===== src/rtl/esag_pkg.sv =====
`default_nettype none

package esag_pkg;

  // field and register widths
  localparam int BS_W    = 21;
  localparam int CNT_W   = 5;
  localparam int IDX_W   = 4;
  localparam int START_W = 48;
  localparam int LEN_W   = 32;
  localparam int BYTES_W = 52;
  localparam int OFF_W   = 64;
  localparam int PADDR_W = 3;
  localparam int PDATA_W = 32;

  // split point of the start block for the two partial products
  localparam int START_LO_W = 24;
  localparam int START_HI_W = START_W - START_LO_W;
  localparam int PROD_W     = START_LO_W + BS_W;

  // parameter defaults
  localparam int MAX_EXTENTS_DEF = 16;

  // register reset values and limits
  localparam logic [BS_W-1:0]  BLOCK_SIZE_RST = 21'd4096;
  localparam logic [BS_W-1:0]  BLOCK_SIZE_MAX = 21'd1048576;
  localparam logic [CNT_W-1:0] EXTENT_COUNT_RST = 5'd0;

  // register index, taken from paddr[2]
  localparam logic REG_BLOCK_SIZE   = 1'b0;
  localparam logic REG_EXTENT_COUNT = 1'b1;

  // item kinds
  localparam logic REQ_LOAD  = 1'b0;
  localparam logic REQ_WRITE = 1'b1;

  // result status codes
  typedef enum logic [1:0] {
    ST_WRITE = 2'd0,
    ST_HOLE  = 2'd1,
    ST_OOB   = 2'd2,
    ST_EMPTY = 2'd3
  } status_t;

  // controller to datapath commands
  typedef struct packed {
    logic load;
    logic begin_chunk;
    logic rd;
    logic mul_len;
    logic mul_lo;
    logic mul_hi;
    logic emit_err;
    logic emit_piece;
  } dp_cmd_t;

  // datapath to controller status
  typedef struct packed {
    logic chunk_zero;
    logic oob;
    logic ext_empty;
    logic piece_last;
  } dp_stat_t;

endpackage

`default_nettype wire


===== src/rtl/esag_regs.sv =====
`default_nettype none

module esag_regs (
  input  wire logic                          clk,
  input  wire logic                          rst,
  input  wire logic                          psel,
  input  wire logic                          penable,
  input  wire logic                          pwrite,
  input  wire logic [esag_pkg::PADDR_W-1:0]  paddr,
  input  wire logic [esag_pkg::PDATA_W-1:0]  pwdata,
  output logic      [esag_pkg::PDATA_W-1:0]  prdata,
  output logic                               pready,
  output logic      [esag_pkg::BS_W-1:0]     bs_eff,
  output logic      [esag_pkg::CNT_W-1:0]    extent_count
);

  import esag_pkg::*;

  logic [BS_W-1:0] block_size;
  logic            wr_en;
  logic [BS_W-1:0] wr_bs;

  assign pready = 1'b1;
  assign wr_en  = psel && penable && pwrite && pready;
  assign wr_bs  = pwdata[BS_W-1:0];

  // register writes; clamped block size kept alongside the raw value
  always_ff @(posedge clk) begin
    if (rst) begin
      block_size   <= BLOCK_SIZE_RST;
      bs_eff       <= BLOCK_SIZE_RST;
      extent_count <= EXTENT_COUNT_RST;
    end else if (wr_en) begin
      unique case (paddr[2])
        REG_BLOCK_SIZE: begin
          block_size <= wr_bs;
          bs_eff     <= (wr_bs > BLOCK_SIZE_MAX) ? BLOCK_SIZE_MAX : wr_bs;
        end
        REG_EXTENT_COUNT: begin
          extent_count <= pwdata[CNT_W-1:0];
        end
      endcase
    end
  end

  // read mux
  always_comb begin
    unique case (paddr[2])
      REG_BLOCK_SIZE:   prdata = PDATA_W'(block_size);
      REG_EXTENT_COUNT: prdata = PDATA_W'(extent_count);
    endcase
  end

endmodule

`default_nettype wire


===== config.mk =====
export PLATFORM = sky130hd
export DESIGN_NAME = esag_regs
export DESIGN_NICKNAME = d
export VERILOG_FILES = /design/src/rtl/esag_pkg.sv /design/src/rtl/esag_regs.sv
export SDC_FILE = /design/constraint.sdc
export NUM_CORES = 1
export LEC_CHECK = 0
export BUFFER_PORTS_ARGS = -buffer_cell sky130_fd_sc_hd__buf_2
export CORE_MARGIN = 2
export CORE_UTILIZATION = 49
export DETAILED_ROUTE_END_ITERATION = 16
export GPL_TIMING_DRIVEN = 0
export MAX_ROUTING_LAYER = met4
export PLACE_DENSITY = 0.85
export SKIP_LAST_GASP = 1
export SLEW_MARGIN = 0
export SYNTH_ARGS = -nofsm -noshare
export SYNTH_HDL_FRONTEND = slang
export SYNTH_SLANG_ARGS = --single-unit

===== constraint.sdc =====
create_clock -name clk -period 1.5 [get_ports clk]
set_input_delay 0.15 -clock clk [delete_from_list [all_inputs] [get_ports clk]]
set_output_delay 0.15 -clock clk [all_outputs]
set_load 0.01 [all_outputs]

==> metrics.cfg <==
[die]
die_x_um = 67.7
num_rows = 23
die_area_um2 = 4590
core_area_um2 = 3940
initial_utilization = 0.505
io_pins = 99
die_h_um = 67.7

[cts]
cts.path.max_buffers = 2
postCtsSetupBuffers = 0
cts_resized = 0
cts_tree = yes
clk_pin_slew_ps = 80
clk_latency_ps = 300
htree_levels = 2
hold_buffers = 0
cts_root_buf = clkbuf_8
clock_sinks = 47
numCtsBuffers = 5

[synthesis]
ys_top_cells_by_area = dfxtp_1, nand2_1, a21oi_1
avgSynthCellArea_um2 = 8.39
yosysTopAreaCellShare = 0.473
post-synth-top-area-cell = dfxtp_1
syn_area_um2 = 1990
syn_inst = 237
ys_seq_area_frac = 0.473
yosysUniqueCellTypes = 20
synth_seq_cells = 47
yosys_warnings = 0

[pwr]
power.density_nw_per_um2 = 1010
p_leak_nw = 1.19
irDropWorstVdd_v = 0.000544

[critical_path]
path_class = input port to output port
cp_top_family = buffers and inverters
cpMostUsedCell = buf_2
path_depth = 4
slowest_stage = mux2_2
rr_worst_depth = 1
cp.required_ps = 1350
cp.buffers_inverters = 3
arrival_ps = 1080
crit_path_max_incr_delay_ps = 370
startpoint_type = input port
critical_path.max_fanout = 10
endpoint_kind = output port
crit_chain = buf_2 -> buf_2 -> mux2_2 -> buf_2

[route]
first_iter_violations = 117
vias_per_cell = 4.92
drt-total-wl_mm = 4.89
routed-via-count = 1854
drc = 0
ant_nets = 0
detail_route.wl_per_cell_um = 13.0
firstDrtPassIters = 4

[sta]
max_freq_mhz = 816
rsz0062_at_grt = false
fin_skew_ps = 0
tightest_slew_ps = 521
slew_viol_final = 0
setup_viol = 0
post-route-period-util = 0.817
timing.final.crit_period_ps = 1230
relSlewSlack = 0.653
setup_tns_ps = 0
hold_viol = 0

[final_layout]
antenna_cells = 0
drive_gt1_frac = 0.327
fillers = 372
multiInputGateArea_um2 = 898
fin_nets = 366
area_growth_pct = 29.8
final_cells = 377
regArea_um2 = 941

[global_route]
grt_overflow = 0
grt_pass1_vias = 1633
antenna_found_initial = 0
track_usage = 0.232
grt_max_degree = 15
grt_pass1_wl_mm = 7.60

[hold_path]
hold_path_class = input port to register
whs_path_depth = 3

[placement]
dp_hpwl_mm = 3.59
place.gp.congestion = 0.746
io_buffer_count = 72
placed_cells = 369

[job]
max-cap-violations = 0

[outcome]
outcome = completed

==> cells by family (layout without fill, tap and decap cells) <==
kind of cell,Yosys count,in the layout,share of synthesized area
AOI/OAI and AO/OA,41,41,0.105
buffers and inverters,30,110,0.0943
DFF,47,47,0.473
muxes,10,10,0.0535
other,2,12,0.00377
and+or+nand+nor,107,107,0.270
==> tightest hold or removal path: cells and delay by family <==
kind,cells,cell delay (ps)
buf+inv,1,90
simple gates,2,120
==> path summary, 6_finish.rpt <==
check                               from                          end  slack (ps)
max                             paddr[2]                    prdata[2]         270
min                           pwdata[12]  block_size[12]$_SDFFE_PP1P_          90
max reg2reg      bs_eff[12]$_SDFFE_PP1P_      bs_eff[12]$_SDFFE_PP1P_         830
min reg2reg  block_size[13]$_SDFFE_PP0P_  block_size[13]$_SDFFE_PP0P_         450
==> sequential cells by signal (all words and copies together), names as in the netlist <==
| register | count |
|---|---|
| block_size | 21 |
| bs_eff | 21 |
| extent_count | 5 |
==> power by group <==
part	internal, mW	total (mW)	switching [mW]
Sequential	1.27	1.28	0.0115
Combinational	0.102	0.235	0.133
Clock	0.666	1.08	0.415
==> cell usage after synthesis <==
library cell,count
nand2_1,60
dfxtp_1,47
a21oi_1,40
nand3b_1,19
nor2b_1,16
buf_4,14
clkbuf_1,8
buf_2,6
nor2_1,6
mux2_2,5
mux2i_1,5
buf_6,2
conb_1,2
a211o_1,1
and4b_1,1
nand4_1,1
nand4b_1,1
nor3_1,1
nor3_2,1
nor3b_1,1
==> metal layers <==
| metal | part of all wire | vias to the layer above | wire length, um | GRT usage |
|---|---|---|---|---|
| met4 | 0.011 | 0 | 55 | 0.0689 |
| met1 | 0.43 | 834 | 2110 | 0.289 |
| met2 | 0.47 | 81 | 2310 | 0.369 |
| met5 | 0 | - | 0 | - |
| met3 | 0.083 | 7 | 405 | 0.0600 |
| li1 | - | 932 | - | - |
==> cells in the final DEF, fill, tap and decap left out <==
master,count
buf_2,78
nand2_1,60
dfxtp_1,47
a21oi_1,40
nand3b_1,19
nor2b_1,16
buf_4,14
conb_1,12
clkbuf_1,9
nor2_1,6
mux2_2,5
mux2i_1,5
clkbuf_8,5
buf_6,2
bufinv_16,2
nand4b_1,1
and4b_1,1
nand4_1,1
nor3_2,1
nor3_1,1
nor3b_1,1
a211o_1,1
==> through the flow <==
stage / instance area (um^2) / power, mW / setup WS (ps) / hold slack [ps] / utilization
floorplan: 2030 / 1.45 / 600 / 277 / -
global placement: 2450 / 1.54 / 224 / 392 / 0.621
detailed placement: 2450 / 1.54 / 221 / 411 / 0.621
CTS: 2580 / 2.61 / 271 / 89.6 / 0.655
global route: 2580 / 2.71 / 223 / 95.2 / 0.655
finish: 2580 / 2.60 / 275 / 93.4 / 0.655
==> layout make-up <==
type / instances / share of cell area
repair buffers: 72 / 0.140
flip-flops and latches: 47 / 0.364
clock inverters: 2 / 0.0233
plain buffers: 30 / 0.0727
well taps: 50 / 0.0242
clock buffers: 6 / 0.0281
multi-input cells: 170 / 0.348
(Power assumes the default switching activity.)
