`src/rtl/esag_pkg.sv`:
```
`default_nettype none

package esag_pkg;

  // field and register widths
  localparam int BS_W    = 21;
  localparam int CNT_W   = 5;
  localparam int IDX_W   = 4;
  localparam int START_W = 48;
  localparam int LEN_W   = 32;
  localparam int BYTES_W = 52;
  localparam int OFF_W   = 64;
  localparam int PADDR_W = 3;
  localparam int PDATA_W = 32;

  // split point of the start block for the two partial products
  localparam int START_LO_W = 24;
  localparam int START_HI_W = START_W - START_LO_W;
  localparam int PROD_W     = START_LO_W + BS_W;

  // parameter defaults
  localparam int MAX_EXTENTS_DEF = 16;

  // register reset values and limits
  localparam logic [BS_W-1:0]  BLOCK_SIZE_RST = 21'd4096;
  localparam logic [BS_W-1:0]  BLOCK_SIZE_MAX = 21'd1048576;
  localparam logic [CNT_W-1:0] EXTENT_COUNT_RST = 5'd0;

  // register index, taken from paddr[2]
  localparam logic REG_BLOCK_SIZE   = 1'b0;
  localparam logic REG_EXTENT_COUNT = 1'b1;

  // item kinds
  localparam logic REQ_LOAD  = 1'b0;
  localparam logic REQ_WRITE = 1'b1;

  // result status codes
  typedef enum logic [1:0] {
    ST_WRITE = 2'd0,
    ST_HOLE  = 2'd1,
    ST_OOB   = 2'd2,
    ST_EMPTY = 2'd3
  } status_t;

  // controller to datapath commands
  typedef struct packed {
    logic load;
    logic begin_chunk;
    logic rd;
    logic mul_len;
    logic mul_lo;
    logic mul_hi;
    logic emit_err;
    logic emit_piece;
  } dp_cmd_t;

  // datapath to controller status
  typedef struct packed {
    logic chunk_zero;
    logic oob;
    logic ext_empty;
    logic piece_last;
  } dp_stat_t;

endpackage

`default_nettype wire

```
`src/rtl/esag_ctrl.sv`:
```
`default_nettype none

module esag_ctrl (
  input  wire logic               clk,
  input  wire logic               rst,
  input  wire logic               start,
  input  wire logic               req_type,
  input  wire esag_pkg::dp_stat_t stat,
  output esag_pkg::dp_cmd_t       cmd,
  output logic                    busy,
  output logic                    valid
);

  import esag_pkg::*;

  typedef enum logic [2:0] {
    S_IDLE,
    S_READ,
    S_MUL1,
    S_MUL2,
    S_MUL3,
    S_EMIT
  } state_t;

  state_t state;
  state_t state_next;

  // next state and commands
  always_comb begin
    state_next = state;
    cmd        = '0;
    unique case (state)
      S_IDLE: begin
        if (start) begin
          if (req_type == REQ_LOAD) begin
            cmd.load = 1'b1;
          end else if (!stat.chunk_zero) begin
            cmd.begin_chunk = 1'b1;
            state_next      = S_READ;
          end
        end
      end
      S_READ: begin
        if (stat.oob) begin
          cmd.emit_err = 1'b1;
          state_next   = S_IDLE;
        end else begin
          cmd.rd     = 1'b1;
          state_next = S_MUL1;
        end
      end
      S_MUL1: begin
        cmd.mul_len = 1'b1;
        state_next  = S_MUL2;
      end
      S_MUL2: begin
        cmd.mul_lo = 1'b1;
        state_next = S_MUL3;
      end
      S_MUL3: begin
        cmd.mul_hi = 1'b1;
        state_next = S_EMIT;
      end
      S_EMIT: begin
        cmd.emit_piece = 1'b1;
        state_next     = (stat.ext_empty || stat.piece_last) ? S_IDLE : S_READ;
      end
      default: begin
        state_next = S_IDLE;
      end
    endcase
  end

  // state and registered outputs
  always_ff @(posedge clk) begin
    if (rst) begin
      state <= S_IDLE;
      busy  <= 1'b0;
      valid <= 1'b0;
    end else begin
      state <= state_next;
      busy  <= (state_next != S_IDLE);
      valid <= cmd.emit_err || cmd.emit_piece;
    end
  end

endmodule

`default_nettype wire

```
`config.mk`:
```
export PLATFORM = sky130hd
export DESIGN_NAME = esag_ctrl
export DESIGN_NICKNAME = d
export VERILOG_FILES = /design/src/rtl/esag_pkg.sv /design/src/rtl/esag_ctrl.sv
export SDC_FILE = /design/constraint.sdc
export NUM_CORES = 1
export LEC_CHECK = 0
export ABC_CLOCK_PERIOD_IN_PS = 1100
export BUFFER_PORTS_ARGS = -buffer_cell sky130_fd_sc_hd__buf_2
export CAP_MARGIN = 25
export CORE_AREA = 2 2 39 41
export DETAILED_ROUTE_END_ITERATION = 8
export DIE_AREA = 0 0 41 43
export PLACE_DENSITY = 0.57
export SETUP_SLACK_MARGIN = 0.1
export SLEW_MARGIN = 20
export SYNTH_ARGS = -nofsm -noshare
export SYNTH_HDL_FRONTEND = slang
export SYNTH_SLANG_ARGS = --single-unit
```
`constraint.sdc`:
```
create_clock -name clk -period 1.1 [get_ports clk]
set_input_delay 0.22 -clock clk [delete_from_list [all_inputs] [get_ports clk]]
set_output_delay 0.22 -clock clk [all_outputs]
set_load 0.02 [all_outputs]
```
==> impl_metrics.py, run 1 <==
metrics = {
    "floorplan": {
        "die_y_um": 43,
        "start_util": 0.2116,
        "rows": 14,
        "core-area_um2": 1384,
        "dieArea_um2": 1763,
        "io_pins": 18,
        "die_w_um": 41,
    },
    "place": {
        "post-dp-hpwl_um": 610.7,
        "io_buffer_count": 17,
        "placed_area_um2": 464.2,
        "place_congestion": 0.7027,
    },
    "layout": {
        "nFillCells": 145,
        "fin_nets": 70,
        "diodes": 0,
        "areaGrowthSynthToFinish_pct": 99.57,
        "final_layout_size_suffix_gt1_frac": 0.7541,
        "post-route-cell-area_um2": 584.3,
    },
    "drt": {
        "dr.pass1.iters": 1,
        "vias": 346,
        "drc": 0,
        "ant_nets": 0,
        "viasPerCell": 4.494,
        "routed_wl_um": 813,
        "wl_per_cell_um": 10.56,
        "drt_iter0_markers": 0,
    },
    "synthesis": {
        "yosysWarnings": 0,
        "synth_seq_area_share": 0.3419,
        "ys_ff_latch": 5,
        "syn-cell-area_um2": 292.8,
        "synthTopCellsByArea": "dfxtp_1 34%, and3_1 6.4%, nor3_1 5.1%",
        "avgSynthCellArea_um2": 9.149,
        "post-synth-top-area-fraction": 0.3419,
        "yosysTopAreaCell": "dfxtp_1",
        "netlist_instances": 32,
        "synth.lib_cells_used.distinct": 21,
        "syn_nets": 40,
    },
    "clock_network": {
        "cts_max_path_buffers": 2,
        "cts_tree": "yes",
        "cts_buffers": 3,
        "clock_latency_ns": 0.24,
        "clk_pin_slew_ns": 0.05,
        "root_buffer": "clkbuf_4",
        "cts_max_level": 1,
        "cts_num_sinks": 5,
    },
    "global_route": {
        "grt_max_degree": 6,
        "antenna_found_initial": 0,
        "grt-ovfl-total": 0,
        "grtUsageTotal": 0.1084,
        "first_global_vias": 326,
        "grt_pass1_wl_mm": 1.255,
    },
    "timing": {
        "slew_headroom": 0.8845,
        "finalWorstSetupSlack_ns": -0.3165,
        "hold_viol_final": 0,
        "finalCriticalPeriod_ns": 1.417,
        "worst_pin_slew_ns": 0.1725,
        "slew_violations": 0,
        "max_freq_ghz": 0.7060,
        "skew_ns": 0.006923,
        "finalSetupViolations": 9,
        "rsz0062_at_grt": "yes",
        "period_share": 1.288,
    },
    "worst_setup_path": {
        "cp_slowest_cell": "dfxtp_2",
        "r2r_cells": 4,
        "cp_top_family": "simple AND/OR/NAND/NOR gates",
        "cp-end-kind": "primary output",
        "critPathMaxStageDelay_ns": 0.33,
        "crit_chain": "or2_4 -> nor4b_4 -> buf_4",
        "critical_path_class": "reg2out",
        "startpoint": "state[0]",
        "cp.depth": 3,
        "required_ns": 0.88,
        "arrival_ns": 1.20,
        "worst-path-buf-inv": 1,
        "startpoint_type": "flip-flop",
        "cp_max_fo": 4,
        "r2r_start": "state[0]",
    },
    "hold_path": {
        "min_path_cells": 2,
        "worstHoldPathType": "in2reg",
        "min_from": "rst",
    },
    "run_status": {
        "failed_checks": "negative setup slack",
        "status": "complete, but fails checks",
    },
    "power_and_ir_drop": {
        "ir_worst_vdd_mv": 0.5969,
        "powerDensity_nw_per_um2": 877.0,
        "leakage_nw": 0.2869,
        "power.total_mw": 0.5125,
    },
    "job": {
        "drv_cap": 0,
    },
}
==> cell families (layout without fill, tap and decap cells) <==
| group | Yosys count | count (layout) | synth area share |
|---|---|---|---|
| and+or+nand+nor | 17 | 17 | 0.3761 |
| AOI/OAI and AO/OA | 6 | 6 | 0.1752 |
| DFF | 5 | 5 | 0.3419 |
| buffers and inverters | 3 | 32 | 0.06834 |
| muxes | 1 | 1 | 0.03846 |
==> layout make-up <==
| type | instances | area, µm² | share of cell area |
|---|---|---|---|
| clock buffer | 4 | 26.28 | 0.04497 |
| inverter | 1 | 3.754 | 0.006424 |
| multi-input combinational | 24 | 227.7 | 0.3897 |
| sequential | 5 | 106.4 | 0.1820 |
| tap | 16 | 20.02 | 0.03426 |
| timing repair buffer | 27 | 200.2 | 0.3426 |
==> per-stage QoR <==
step / util / TNS, ns / setup WS, ns / hold slack [ns] / instances
6_report: 0.4222 / -1.703 / -0.3165 / 0.2143 / 77
5_1_grt: 0.4222 / -2.232 / -0.3714 / 0.2166 / 77
4_1_cts: 0.4195 / -1.816 / -0.3290 / 0.2045 / 77
3_5_place_dp: 0.3354 / -0.2942 / -0.1284 / 0.4702 / 71
3_3_place_gp: 0.3354 / -0.2828 / -0.1186 / 0.4737 / 71
2_1_floorplan: - / -0.4180 / -0.1630 / 0.2924 / 32
==> worst paths after layout <==
kind,endpoint,slack (ns)
max,cmd[7],-0.32
min,state[2],0.21
max reg2reg,busy,-0.01
min reg2reg,state[1],0.57
==> cells in the mapped netlist, drive strengths merged <==
library cell,n
a221oi,1
and4bb,1
and3,3
dfxtp,5
mux2,1
nor3,3
o21ai,1
nand2b,2
a31o,1
and2,1
buf,2
o21ba,1
inv,1
nor2,3
nor4b,1
o21a,1
or2,1
and3b,1
nor3b,1
a21oi,1
==> cells in the final DEF, fill, tap and decap left out, types with 2 or more instances in the layout <==
master	n
buf_4	11
nor2_1	2
buf_6	6
clkbuf_4	3
dfxtp_2	2
nor3_1	2
buf_2	10
dfxtp_1	2
and3_1	2
==> where the power goes <==
| group | switching [mW] | internal, mW | total (mW) |
|---|---|---|---|
| sequential | 0.00458 | 0.186 | 0.191 |
| clock | 0.0754 | 0.137 | 0.213 |
| combinational | 0.0492 | 0.0597 | 0.109 |
| total | 0.129 | 0.383 | 0.512 |
==> repair_timing <==
action / 4_1_cts / 5_1_grt
setup endpoints to repair: 12 / 13
pin swaps: 6 / 0
hold buffers: 0 / 0
resized for setup: 25 / 2
setup buffers: 2 / 0
==> per-layer routing <==
layer  vias up  global-route usage  share of wire
met3         0             0.06283          0.058
met2         9              0.1719           0.55
met1       159              0.1029           0.38
met5         -                   0              0
li1        178                   -              -
met4         0             0.06000              0
==> state kept, by name, indices dropped and copies added, names as in the netlist <==
| signal | count |
|---|---|
| busy | 1 |
| state | 3 |
| valid | 1 |
Power figures use the tool's default switching activity.
==> inputs of run 2 (changes only) <==
--- a/config.mk
+++ b/config.mk
@@ -13,2 +13,3 @@
 export DIE_AREA = 0 0 41 43
+export MAX_ROUTING_LAYER = met4
 export PLACE_DENSITY = 0.57
--- a/constraint.sdc
+++ b/constraint.sdc
@@ -3,2 +3,2 @@
 set_output_delay 0.22 -clock clk [all_outputs]
-set_load 0.02 [all_outputs]
+set_load 0.05 [all_outputs]
==> run 2 against run 1 <==
The flow still finishes with violations (negative setup slack). Combinational power grew 48%. Register-to-register slack lost 0.09 ns. Sequential power is essentially flat. Cell count grew 5.2%. Clock power shrank 3%. Die area is the same. Sequential cell count is the same. First-iteration DRC count grew 5. Setup slack lost 0.072 ns. Sequential share of layout area shrank 3.0 points.
==> impl_metrics.py, run 2 (synthesized netlist as in run 1, its figures left out) <==
metrics = {
    "timing": {
        "rsz0062_at_grt": "yes",
        "slew_headroom": 0.8670,
        "max_freq_ghz": 0.6719,
        "finalWorstSetupSlack_ns": -0.3883,
        "hold_viol_final": 0,
        "slew_violations": 0,
        "finalCriticalPeriod_ns": 1.488,
        "worst_pin_slew_ns": 0.1986,
        "skew_ns": 0.002601,
        "finalSetupViolations": 10,
        "period_share": 1.353,
    },
    "clock_network": {
        "clock_latency_ns": 0.24,
        "cts_tree": "yes",
        "cts_max_path_buffers": 2,
        "cts_buffers": 3,
        "postCtsHoldBufs": 0,
        "cts_num_sinks": 5,
        "root_buffer": "clkbuf_4",
        "cts_max_level": 1,
        "clk_pin_slew_ns": 0.04,
    },
    "floorplan": {
        "dieArea_um2": 1763,
        "core-area_um2": 1384,
        "rows": 14,
        "io_pins": 18,
        "die_w_um": 41,
        "die_y_um": 43,
        "start_util": 0.2116,
    },
    "global_route": {
        "grt-ovfl-total": 0,
        "antenna_found_initial": 0,
        "grt_pass1_wl_mm": 1.366,
        "grtUsageTotal": 0.1184,
        "grt_max_degree": 10,
        "first_global_vias": 351,
    },
    "run_status": {
        "status": "complete, but fails checks",
        "failed_checks": "negative setup slack",
    },
    "worst_setup_path": {
        "required_ns": 0.88,
        "r2r_start": "state[1]",
        "cp_max_fo": 3,
        "r2r_cells": 6,
        "critical_path_class": "reg2out",
        "regToRegSetupSlack_ns": -0.10,
        "cp-end-kind": "primary output",
        "r2r_end": "state[1]",
        "startpoint_type": "flip-flop",
        "arrival_ns": 1.27,
    },
    "hold_path": {
        "hold-path-endpoint": "state[1]",
        "min_from": "rst",
        "min_path_cells": 2,
        "worstHoldPathType": "in2reg",
    },
    "power_and_ir_drop": {
        "ir_worst_vdd_mv": 0.7478,
        "power.total_mw": 0.5602,
        "leakage_nw": 0.3266,
        "powerDensity_nw_per_um2": 818.5,
    },
    "drt": {
        "vias": 373,
        "drt_iter0_markers": 5,
        "wl_per_cell_um": 11.86,
        "drc": 0,
        "dr.pass1.iters": 3,
        "viasPerCell": 4.605,
        "routed_wl_um": 961,
        "ant_nets": 0,
    },
    "layout": {
        "areaGrowthSynthToFinish_pct": 133.8,
        "top_regs": "state: 3 flops, busy: 1 flops, valid: 1 flops",
        "fin_util": 0.4946,
        "final_layout_size_suffix_gt1_frac": 0.8615,
        "fin_nets": 74,
        "final_common_cell": "buf_4",
        "largest_reg_flops": 3,
        "final_cell_mix": "12 x buf_4, 8 x buf_6, 7 x buf_2",
        "diodes": 0,
        "regMostFlops": "state",
    },
    "place": {
        "io_buffer_count": 17,
        "place_congestion": 0.7294,
        "post-dp-hpwl_um": 614,
    },
    "job": {
        "drv_cap": 0,
    },
}
## run 2: cell count changes in the layout (fill, tap and decap cells not counted), sizes merged
cell	delta
buf	+4
## run 2: report_power, final
part,total (mW),switching [mW],internal (mW)
clock,0.206,0.0690,0.137
combinational,0.161,0.0830,0.0783
sequential,0.193,0.00412,0.189
## run 2: layer usage
metal	vias up	wire length [µm]	global-route usage
li1	182	-	-
met1	176	335	0.1226
met2	13	555	0.2031
met3	2	52	0.06283
met4	0	17	0
met5	-	0	-
## run 2: repair_timing
item | in CTS | in global routing
setup endpoints to repair | 15 | 13
buffers inserted | 3 | 1
pin swaps | 3 | 3
resized for setup | 35 | 8
cloned | 0 | 1
## run 2: layout make-up
class                           instances  area, µm²
Fill cell                             133      699.4
Timing Repair Buffer                   31      275.3
Multi-Input combinational cell         24      250.2
Sequential cell                         5      103.9
Clock buffer                            4      26.28
Tap cell                               16      20.02
Inverter                                1      8.758
## run 2: worst max-delay path, cell delays in order (launching register included)
cell	delay (ns)
dfxtp_2	0.33
or2_4	0.26
nor4b_4	0.26
buf_6	0.19
## run 2: worst max-delay path by stage
stage | cells past startpoint | to | startpoint
6_report | 3 | cmd[7] | state[1]
5_1_grt | 3 | cmd[7] | state[1]
4_1_cts | 3 | cmd[7] | state[1]
3_5_place_dp | 3 | cmd[7] | state[1]
3_3_place_gp | 3 | cmd[7] | state[1]
2_1_floorplan | 3 | cmd[7] | state[0]
## run 2: stage by stage
stage	setup TNS (ns)	setup slack, ns	instance area, µm²	hold slack, ns	cells
6_report	-2.665	-0.3883	684.4	0.2184	81
2_1_floorplan	-1.818	-0.4344	335.3	0.2924	32
3_5_place_dp	-1.153	-0.2118	493.0	0.4702	73
3_3_place_gp	-1.116	-0.1935	493.0	0.4728	73
4_1_cts	-2.718	-0.4018	641.9	0.2097	79
5_1_grt	-3.188	-0.4354	684.4	0.2135	81
==> inputs of run 3 (changes only) <==
Settings changed: SKIP_LAST_GASP set to 1.
==> run 3 against run 2 <==
Sequential cell count unchanged. Fmax up 0.25%. Largest power group unchanged. Clock skew about the same. Via count down 4.6%. Core utilization down 0.45 points. Largest cell class unchanged. The run still ends with negative setup slack left.
==> impl_metrics.py, run 3 (synthesized netlist as in run 1, its figures left out) <==
metrics = {
    "global_route": {
        "grt-ovfl-total": 0,
        "grt_pass1_wl_mm": 1.352,
        "grt_max_degree": 10,
        "grtUsageTotal": 0.1184,
        "antenna_found_initial": 0,
        "first_global_vias": 345,
    },
    "drt": {
        "viasPerCell": 4.450,
        "routed_wl_um": 885,
        "dr.pass1.iters": 4,
        "drt_iter0_markers": 3,
        "wl_per_cell_um": 11.06,
        "drc": 0,
        "ant_nets": 0,
        "vias": 356,
    },
    "worst_setup_path": {
        "r2r_end": "state[1]",
        "startpoint": "state[1]",
        "startpoint_type": "flip-flop",
        "cp-end-kind": "primary output",
        "required_ns": 0.88,
        "regToRegSetupSlack_ns": -0.15,
        "arrival_ns": 1.26,
        "critical_path_class": "reg2out",
        "r2r_start": "state[1]",
        "r2r_cells": 6,
        "cp_max_fo": 3,
    },
    "timing": {
        "slew_violations": 0,
        "skew_ns": 0.002337,
        "finalCriticalPeriod_ns": 1.485,
        "rsz0062_at_grt": "yes",
        "period_share": 1.350,
        "hold_viol_final": 0,
        "slew_headroom": 0.8670,
        "worst_pin_slew_ns": 0.1986,
        "finalSetupViolations": 10,
        "finalWorstSetupSlack_ns": -0.3846,
        "max_freq_ghz": 0.6736,
        "holdWs_ns": 0.2118,
    },
    "layout": {
        "final_layout_size_suffix_gt1_frac": 0.8281,
        "final_common_cell": "buf_4",
        "instances_no_fill": 80,
        "diodes": 0,
        "top_regs": "state: 3 flops, busy: 1 flops, valid: 1 flops",
        "fin_util": 0.4901,
        "nFillCells": 134,
        "fin_nets": 73,
        "multiInputGateArea_um2": 247.7,
        "final_cell_mix": "11 x buf_4, 7 x buf_2, 7 x buf_6",
        "areaGrowthSynthToFinish_pct": 131.6,
        "regMostFlops": "state",
        "seq_area_um2": 103.9,
        "largest_reg_flops": 3,
    },
    "floorplan": {
        "rows": 14,
        "dieArea_um2": 1763,
        "die_w_um": 41,
        "start_util": 0.2116,
        "die_y_um": 43,
        "io_pins": 18,
        "core-area_um2": 1384,
    },
    "job": {
        "drv_cap": 0,
    },
    "place": {
        "place_congestion": 0.7294,
        "io_buffer_count": 17,
        "pre_cts_ws_ns": -0.2118,
        "post-dp-hpwl_um": 614,
        "dpl.cell_count": 73,
    },
    "clock_network": {
        "cts_num_sinks": 5,
        "cts_max_path_buffers": 2,
        "root_buffer": "clkbuf_4",
        "clock_latency_ns": 0.23,
        "cts_max_level": 1,
        "cts_tree": "yes",
        "clk_pin_slew_ns": 0.04,
        "cts_buffers": 3,
        "postCtsHoldBufs": 0,
    },
    "power_and_ir_drop": {
        "ir_worst_vdd_mv": 0.7330,
        "powerDensity_nw_per_um2": 817.3,
        "leakage_nw": 0.3062,
    },
    "hold_path": {
        "min_path_cells": 2,
        "worstHoldPathType": "in2reg",
        "hold-path-endpoint": "state[1]",
        "min_from": "rst",
    },
    "run_status": {
        "failed_checks": "negative setup slack",
        "status": "complete, but fails checks",
    },
}
run 3: changes by cell type in the layout (fill, tap and decap cells not counted), sizes merged:
| cell | delta |
|---|---|
| buf | -1 |
run 3: power by group:
group	internal (mW)	switching (mW)	leakage, nW	total (mW)
Clock	0.137	0.0672	0.0150	0.204
Combinational	0.0764	0.0813	0.249	0.158
Sequential	0.189	0.00381	0.0420	0.193
run 3: repair_timing:
item,CTS,global route
gates resized for setup,33,9
setup endpoints to repair,15,13
pin swaps,3,4
buffers inserted,3,1
hold endpoints to repair,0,0
run 3: worst max path at each step:
stage	end	slack, ns
2_1_floorplan	cmd[7]	-0.43
3_3_place_gp	cmd[7]	-0.19
3_5_place_dp	cmd[7]	-0.21
4_1_cts	cmd[7]	-0.40
5_1_grt	cmd[7]	-0.43
6_report	cmd[7]	-0.38
run 3: critical path, cell delays in order (launching register included):
cell and delay [ns]:
dfxtp_2 0.33, or2_4 0.26, nor4b_4 0.26, buf_6 0.19
run 3: per-layer routing:
| layer | vias up | global-route usage | wire length (µm) |
|---|---|---|---|
| met5 | - | - | 0 |
| met4 | 0 | 0 | 31 |
| met3 | 2 | 0.06283 | 48 |
| met2 | 11 | 0.2000 | 471 |
| met1 | 162 | 0.1258 | 332 |
| li1 | 181 | - | - |
run 3: layout make-up:
class / instances / share of cell area
flip-flops and latches: 5 / 0.1531
multi-input cells: 24 / 0.3653
well taps: 16 / 0.02952
clock buffers: 4 / 0.03875
repair buffers: 30 / 0.4004
inverters: 1 / 0.01292
run 3: stage by stage:
step	power (mW)	area, µm²	setup TNS, ns
3_5_place_dp	0.3209	493.0	-1.153
3_3_place_gp	0.3197	493.0	-1.116
2_1_floorplan	0.2764	335.3	-1.818
5_1_grt	0.5892	678.2	-3.196
4_1_cts	0.5574	633.1	-2.760
6_report	0.5542	678.2	-2.650
